--- src/hdl/rhsv_pkg.sv ---
package rhsv_pkg;

    localparam int RGB_W      = 8;
    localparam int HUE_W      = 15;
    localparam int SAT_W      = 13;
    localparam int SAT_FRAC_W = 12;
    localparam int DIFF_W     = RGB_W + 1;

    // Divide stages: one quotient bit per stage, wide enough for either quotient
    localparam int QUO_W      = 15;
    localparam int HUE_NUM_W  = 23;
    localparam int SAT_NUM_W  = RGB_W + SAT_FRAC_W;

    localparam int UNITS_60   = 3840;
    localparam int UNITS_120  = 2 * UNITS_60;
    localparam int UNITS_240  = 4 * UNITS_60;
    localparam int UNITS_360  = 6 * UNITS_60;
    localparam int SAT_ONE    = 1 << SAT_FRAC_W;

    typedef enum logic [1:0] {
        SECT_RED   = 2'd0,
        SECT_GREEN = 2'd1,
        SECT_BLUE  = 2'd2
    } sector_t;

    typedef struct packed {
        logic                 vld;
        logic [RGB_W-1:0]     mx;
        logic [RGB_W-1:0]     d;
        logic [HUE_NUM_W-1:0] hue_num;
    } front_t;

endpackage

--- src/hdl/rhsv_front.sv ---
module rhsv_front
    import rhsv_pkg::*;
(
    input  logic             clk,
    input  logic             rst_n,
    input  logic             in_vld,
    input  logic [RGB_W-1:0] red,
    input  logic [RGB_W-1:0] green,
    input  logic [RGB_W-1:0] blue,
    output front_t           front
);

    logic [RGB_W-1:0]         mx_next;
    logic [RGB_W-1:0]         mn_next;
    sector_t                  sect_next;
    logic signed [DIFF_W-1:0] dif_next;

    logic                     vld1_reg;
    logic [RGB_W-1:0]         mx1_reg;
    logic [RGB_W-1:0]         d1_reg;
    sector_t                  sect1_reg;
    logic signed [DIFF_W-1:0] dif1_reg;

    logic [HUE_W-1:0]              base;
    logic signed [HUE_NUM_W:0]     base_term;
    logic signed [HUE_NUM_W:0]     diff_term;
    logic signed [HUE_NUM_W:0]     num_sum;

    front_t front_next;
    front_t front_reg;

    // Red wins ties over green and blue, green over blue
    always_comb
    begin
        mx_next = red;
        mn_next = red;
        if (green > mx_next) mx_next = green;
        if (blue > mx_next) mx_next = blue;
        if (green < mn_next) mn_next = green;
        if (blue < mn_next) mn_next = blue;

        if (red >= green && red >= blue)
        begin
            sect_next = SECT_RED;
            dif_next  = $signed({1'b0, green}) - $signed({1'b0, blue});
        end
        else if (green >= blue)
        begin
            sect_next = SECT_GREEN;
            dif_next  = $signed({1'b0, blue}) - $signed({1'b0, red});
        end
        else
        begin
            sect_next = SECT_BLUE;
            dif_next  = $signed({1'b0, red}) - $signed({1'b0, green});
        end
    end

    always_ff @(posedge clk or negedge rst_n)
    begin
        if (!rst_n)
            vld1_reg <= 1'b0;
        else
            vld1_reg <= in_vld;
    end

    always_ff @(posedge clk)
    begin
        mx1_reg   <= mx_next;
        d1_reg    <= mx_next - mn_next;
        sect1_reg <= sect_next;
        dif1_reg  <= dif_next;
    end

    // Numerator base*d + 60deg*diff; a negative red angle wraps by a full turn
    always_comb
    begin
        case (sect1_reg)
            SECT_RED:   base = dif1_reg[DIFF_W-1] ? HUE_W'(UNITS_360) : '0;
            SECT_GREEN: base = HUE_W'(UNITS_120);
            SECT_BLUE:  base = HUE_W'(UNITS_240);
            default:    base = '0;
        endcase
        base_term = $signed({1'b0, HUE_NUM_W'(base) * HUE_NUM_W'(d1_reg)});
        diff_term = (HUE_NUM_W+1)'(dif1_reg) * $signed((HUE_NUM_W+1)'(UNITS_60));
        num_sum   = base_term + diff_term;

        front_next.vld     = vld1_reg;
        front_next.mx      = mx1_reg;
        front_next.d       = d1_reg;
        front_next.hue_num = num_sum[HUE_NUM_W-1:0];
    end

    always_ff @(posedge clk or negedge rst_n)
    begin
        if (!rst_n)
            front_reg <= '0;
        else
            front_reg <= front_next;
    end

    assign front = front_reg;

endmodule

--- src/hdl/rhsv_div.sv ---
module rhsv_div
    import rhsv_pkg::*;
#(
    parameter int NUM_W = 23,
    parameter int DEN_W = 8,
    parameter int QW    = 15
)
(
    input  logic             clk,
    input  logic             rst_n,
    input  logic             in_vld,
    input  logic [NUM_W-1:0] num,
    input  logic [DEN_W-1:0] den,
    output logic             out_vld,
    output logic [QW-1:0]    quo
);

    localparam int CMP_W = DEN_W + QW;

    logic             vld_reg [1:QW];
    logic [NUM_W-1:0] rem_reg [1:QW];
    logic [DEN_W-1:0] den_reg [1:QW];
    logic [QW-1:0]    q_reg   [1:QW];

    // One restoring step per stage, most significant quotient bit first.
    // A zero divisor never sets a bit, so the quotient drops to zero.
    for (genvar s = 0; s < QW; s++)
    begin : g_stage
        localparam int BIT_POS = QW - 1 - s;

        logic             vld_cur;
        logic [NUM_W-1:0] rem_cur;
        logic [DEN_W-1:0] den_cur;
        logic [QW-1:0]    q_cur;
        logic [CMP_W-1:0] rem_ext;
        logic [CMP_W-1:0] sub_ext;
        logic             take;

        if (s == 0)
        begin : g_first
            assign vld_cur = in_vld;
            assign rem_cur = num;
            assign den_cur = den;
            assign q_cur   = '0;
        end
        else
        begin : g_next
            assign vld_cur = vld_reg[s];
            assign rem_cur = rem_reg[s];
            assign den_cur = den_reg[s];
            assign q_cur   = q_reg[s];
        end

        assign rem_ext = CMP_W'(rem_cur);
        assign sub_ext = CMP_W'(den_cur) << BIT_POS;
        assign take    = (den_cur != '0) && (rem_ext >= sub_ext);

        always_ff @(posedge clk or negedge rst_n)
        begin
            if (!rst_n)
                vld_reg[s+1] <= 1'b0;
            else
                vld_reg[s+1] <= vld_cur;
        end

        always_ff @(posedge clk)
        begin
            rem_reg[s+1] <= take ? NUM_W'(rem_ext - sub_ext) : rem_cur;
            den_reg[s+1] <= den_cur;
            q_reg[s+1]   <= q_cur | (take ? (QW'(1) << BIT_POS) : '0);
        end
    end

    assign out_vld = vld_reg[QW];
    assign quo     = q_reg[QW];

endmodule

--- src/hdl/rgb_to_hsv_convert_unit.sv ---
// RGB to HSV converter, one pixel per clock.
//
// Input: pulse start with red, green and blue; the word is taken at any
// rising edge where start is high. busy is held low, so a new pixel may be
// given every cycle.
// Output: done is high for exactly one cycle with hue (1/64 degree units,
// 0..23039), saturation (Q1.12, 0..4096) and brightness (largest channel).
// There is no output backpressure; each result must be taken when shown.
//
// Pipeline from the edge that takes start to the done cycle: one stage finds
// max, min and sector, one forms the hue numerator, and fifteen restoring
// divide stages (one quotient bit each) run the hue and saturation divisions
// side by side. Throughput is one pixel per cycle, with up to 17 pixels in
// flight.
//
// Reset clears every valid bit, so no done pulse follows reset until a new
// pixel is taken; pixels in flight at reset are dropped.
module rgb_to_hsv_convert_unit
    import rhsv_pkg::*;
(
    input  logic             clk,
    input  logic             rst_n,
    input  logic             start,
    output logic             busy,
    input  logic [RGB_W-1:0] red,
    input  logic [RGB_W-1:0] green,
    input  logic [RGB_W-1:0] blue,
    output logic             done,
    output logic [HUE_W-1:0] hue,
    output logic [SAT_W-1:0] saturation,
    output logic [RGB_W-1:0] brightness
);

    front_t           front;
    logic             hue_vld;
    logic             sat_vld;
    logic [QUO_W-1:0] hue_quo;
    logic [QUO_W-1:0] sat_quo;
    logic [RGB_W-1:0] br_reg [1:QUO_W];

    assign busy = 1'b0;

    rhsv_front u_front (
        .clk    (clk),
        .rst_n  (rst_n),
        .in_vld (start && !busy),
        .red    (red),
        .green  (green),
        .blue   (blue),
        .front  (front)
    );

    rhsv_div #(
        .NUM_W (HUE_NUM_W),
        .DEN_W (RGB_W),
        .QW    (QUO_W)
    ) u_hue_div (
        .clk     (clk),
        .rst_n   (rst_n),
        .in_vld  (front.vld),
        .num     (front.hue_num),
        .den     (front.d),
        .out_vld (hue_vld),
        .quo     (hue_quo)
    );

    rhsv_div #(
        .NUM_W (SAT_NUM_W),
        .DEN_W (RGB_W),
        .QW    (QUO_W)
    ) u_sat_div (
        .clk     (clk),
        .rst_n   (rst_n),
        .in_vld  (front.vld),
        .num     ({front.d, SAT_FRAC_W'(0)}),
        .den     (front.mx),
        .out_vld (sat_vld),
        .quo     (sat_quo)
    );

    // Carry the brightness alongside the divide stages
    always_ff @(posedge clk)
    begin
        br_reg[1] <= front.mx;
        for (int i = 2; i <= QUO_W; i++)
            br_reg[i] <= br_reg[i-1];
    end

    assign done       = hue_vld;
    assign hue        = hue_quo[HUE_W-1:0];
    assign saturation = sat_quo[SAT_W-1:0];
    assign brightness = br_reg[QUO_W];

    a_div_aligned: assert property (@(posedge clk) hue_vld == sat_vld)
        else $error("hue and saturation dividers out of step");

    a_hue_range: assert property (@(posedge clk) disable iff (!rst_n)
        done |-> (hue_quo < QUO_W'(UNITS_360)))
        else $error("hue out of range");

    a_sat_range: assert property (@(posedge clk) disable iff (!rst_n)
        done |-> (sat_quo <= QUO_W'(SAT_ONE)))
        else $error("saturation above one");

    a_black: assert property (@(posedge clk) disable iff (!rst_n)
        (done && brightness == '0) |-> (hue == '0 && saturation == '0))
        else $error("black pixel with non-zero hue or saturation");

endmodule
--- config.mk ---
export PLATFORM = sky130hd
export DESIGN_NAME = rgb_to_hsv_convert_unit
export DESIGN_NICKNAME = d
export VERILOG_FILES = /design/src/hdl/rhsv_pkg.sv /design/src/hdl/rhsv_front.sv /design/src/hdl/rhsv_div.sv /design/src/hdl/rgb_to_hsv_convert_unit.sv
export SDC_FILE = /design/constraint.sdc
export NUM_CORES = 2
export LEC_CHECK = 0
export BUFFER_PORTS_ARGS = -buffer_cell sky130_fd_sc_hd__buf_4
export CORE_MARGIN = 2
export CORE_UTILIZATION = 45
export CTS_CLUSTER_DIAMETER = 100
export DETAILED_ROUTE_END_ITERATION = 6
export GPL_TIMING_DRIVEN = 0
export HOLD_SLACK_MARGIN = 0.06
export SKIP_LAST_GASP = 1
export SLEW_MARGIN = 10
export SYNTH_ARGS = -nofsm -noshare
export SYNTH_HDL_FRONTEND = slang
export SYNTH_SLANG_ARGS = --single-unit
--- constraint.sdc ---
create_clock -name clk -period 12.4 [get_ports clk]
set_input_delay 2.48 -clock clk [delete_from_list [all_inputs] [get_ports clk]]
set_output_delay 2.48 -clock clk [all_outputs]
set_load 0.02 [all_outputs]
==> results.tsv <==
stage	metric	value	unit
yosys	yosys.area.top_type_share	0.439	
detailed_routing	drc	0	
setup_path	path_delay_family	compound AO/OA/AOI/OAI gates	
grt	grt_pass1_vias	26714	
floorplanning	die_area	0.0919	sq mm
detailed_routing	drt_wl_total	74400	um
sta	layout_min_cycle_time	7.46	ns
yosys	synth_edf_count	0	
setup_path	crit_arrival	8.02	ns
grt	grt_first_pass_wirelength	126000	um
clocking	clkTransAtPathRegs	0.06	ns
detailed_routing	num_vias	26758	
setup_path	critPathCaptureType	register	
layout	nFillCells	8035	
setup_path	path_depth	25	
sta	period_share	0.602	
sta	skew	0.0260	ns
detailed_routing	vias_per_cell	4.92	
sta	hold_violations	0	
clocking	cts_max_level	3	
sta	maxClockFrequency	134	MHz
worst_hold_path	hp-class	reg2reg	
run	cap_violations	0	
detailed_routing	drt_first_pass_iters	4	
yosys	async_flop_share	0.0516	
yosys	yosysSeqAreaShare	0.469	
setup_path	reg2reg_setup_slack	5.91	ns
placement	port_buffers	63	
setup_path	start_kind	input port	
yosys	syn_avg_cell_area	9.98	sq um
clocking	ctsResizeCount	0	
yosys	ys_warn_count	0	
grt	grt_use_total	0.164	
clocking	ctsHoldBuffers	0	
yosys	syn_nets	4479	
clocking	cts_buffers	98	
yosys	yosys-top-cells-area	dfxtp_1 44%, ha_1 10%, inv_1 4.7%	
layout	nNetsFinal	4642	
layout	n_antenna_cell	0	
yosys	synth_cell_types	73	
sta	slew_viol_final	0	
floorplanning	rows	109	
sta	rsz0062_at_grt	false	
setup_path	rr_worst_depth	28	
layout	layout-drive-gt1-share	0.0867	
floorplanning	start_util	0.455	
floorplanning	core	0.0885	sq mm
setup_path	cp.required	12.96	ns
clocking	cts_sinks	931	
setup_path	crit_path_end	u_front.d1_reg[7]$_DFF_P_	
floorplanning	die_w	303	um
yosys	syn_area	0.0403	sq mm
grt	grt_start_max_net_pins	49	
status	status	completed	
setup_path	path_class	in2reg	
clocking	clockBufferDepth	3	
grt	antenna_found_initial	0	
layout	syn_to_final_growth	13.5	%
yosys	yosys.area.top_type	dfxtp_1	
placement	dp_hpwl	57900	um
setup_path	r2r-start	u_front.dif1_reg[1]$_DFF_P_	
detailed_routing	antenna_left	0	
setup_path	critPathSlowestCell	clkbuf_1	
yosys	synthCells	4036	
detailed_routing	wl_per_cell	13.7	um
setup_path	worstPathMaxFanout	10	
clocking	clock_latency	0.65	ns
clocking	cts_tree	built	
sta	fin_tns_setup	0	ns
setup_path	cpPeakStageDelay	0.42	ns
floorplanning	io_pins	65	
setup_path	r2r_end	u_front.front[22]$_DFF_PN0_	
setup_path	startpoint	green[1]	
setup_path	critPathBufInv	4	
yosys	ys_ff_latch	931	
sta	slew_headroom	0.191	
clocking	post_cts_buffers	0	
grt	overflow	0	
sta	worstMarginPinSlew	1.20	ns
floorplanning	die_height	303	um
layout	largest_reg_flops	238	
sta	finalSetupViolations	0	
clocking	root_buffer	clkbuf_16	
placement	gp_congestion	0.884	
detailed_routing	drtIter0Drc	983	
yosys	synth_ff_type	dfxtp_1	
per-stage QoR:
stage	util	hold WS, ns	setup slack, ns	std cells	cell area, sq um
finish	0.517	0.314	4.94	5442	45700
global route	0.517	0.319	4.38	5442	45700
CTS	0.516	0.316	4.99	5442	45700
detailed placement	0.477	0.312	4.32	5264	42200
global placement	0.477	0.310	4.37	5264	42200
floorplan	-	0.310	5.46	4036	40300
layer usage:
| metal | GRT usage | wire (um) |
|---|---|---|
| met3 | 0.0262 | 2210 |
| met4 | 0.0576 | 1980 |
| met5 | 0 | 0 |
| met1 | 0.196 | 33200 |
| met2 | 0.297 | 37100 |
cell type report:
| cell class | instances | area (sq um) | area share |
|---|---|---|---|
| clock buffers | 126 | 2760 | 0.0604 |
| flip-flops and latches | 931 | 18900 | 0.413 |
| multi-input cells | 2559 | 19300 | 0.423 |
| repair buffers | 63 | 473 | 0.0103 |
| plain buffers | 40 | 196 | 0.00430 |
| inverters | 506 | 1900 | 0.0415 |
| well taps | 1165 | 1460 | 0.0319 |
| clock inverters | 52 | 727 | 0.0159 |
layout by cell type (no fill, tap or decap), types with 63 or more instances in the layout:
cell type | Yosys | routed
nor2b_1 | 90 | 90
ha_1 | 337 | 337
dfxtp_1 | 883 | 883
mux2_2 | 93 | 93
fa_1 | 79 | 79
nor3_1 | 74 | 74
a21oi_1 | 119 | 119
o21ai_0 | 218 | 218
nor4_1 | 85 | 84
buf_4 | 10 | 73
inv_1 | 505 | 505
xnor2_1 | 147 | 147
a21o_1 | 63 | 63
xor2_1 | 143 | 143
nor2_1 | 269 | 269
a21boi_0 | 77 | 77
clkbuf_16 | 0 | 101
nand2_1 | 257 | 257
worst min path at each step:
| stage | from | end | depth (start not counted) |
|---|---|---|---|
| floorplan | u_hue_div.q_reg[0][29]$_DFF_P_ | u_hue_div.q_reg[0][44]$_DFF_P_ | 0 |
| global placement | u_hue_div.q_reg[3][31]$_DFF_P_ | u_hue_div.q_reg[3][46]$_DFF_P_ | 0 |
| detailed placement | u_hue_div.q_reg[0][57]$_DFF_P_ | u_hue_div.q_reg[1][12]$_DFF_P_ | 0 |
| CTS | u_sat_div.q_reg[1][57]$_DFF_P_ | u_sat_div.q_reg[2][12]$_DFF_P_ | 0 |
| global route | u_sat_div.q_reg[1][57]$_DFF_P_ | u_sat_div.q_reg[2][12]$_DFF_P_ | 0 |
| finish | u_sat_div.q_reg[3][42]$_DFF_P_ | u_sat_div.q_reg[3][57]$_DFF_P_ | 0 |
synthesized netlist by cell type (40+ instances only):
cell type	instances
inv_1	505
nor4_1	85
nand3_1	40
dfrtp_1	48
a21boi_0	77
xnor2_1	147
dfxtp_1	883
nand4_1	51
mux2_2	93
xor2_1	143
and2_1	45
a21o_1	63
nand2_1	257
a21oi_1	119
o21ai_0	218
fa_1	79
nor2_1	269
nor3_1	74
nor2b_1	90
ha_1	337
logic make-up (layout without fill, tap and decap cells):
group                      count (synthesis)  in the layout  share of synthesized area
xor gates and xnor gates                 290            290                     0.0631
DFF                                      931            931                      0.469
buffers and inverters                    546            787                     0.0520
adders and majority gates                416            416                      0.144
other                                      1              1                  0.0000931
AOI/OAI and AO/OA                        636            636                     0.0988
muxes                                    133            133                     0.0370
and+or+nand+nor                         1083           1083                      0.136
Power is not shown: default switching activity piles up to over one toggle a cycle in this logic, so the estimate is an artifact.
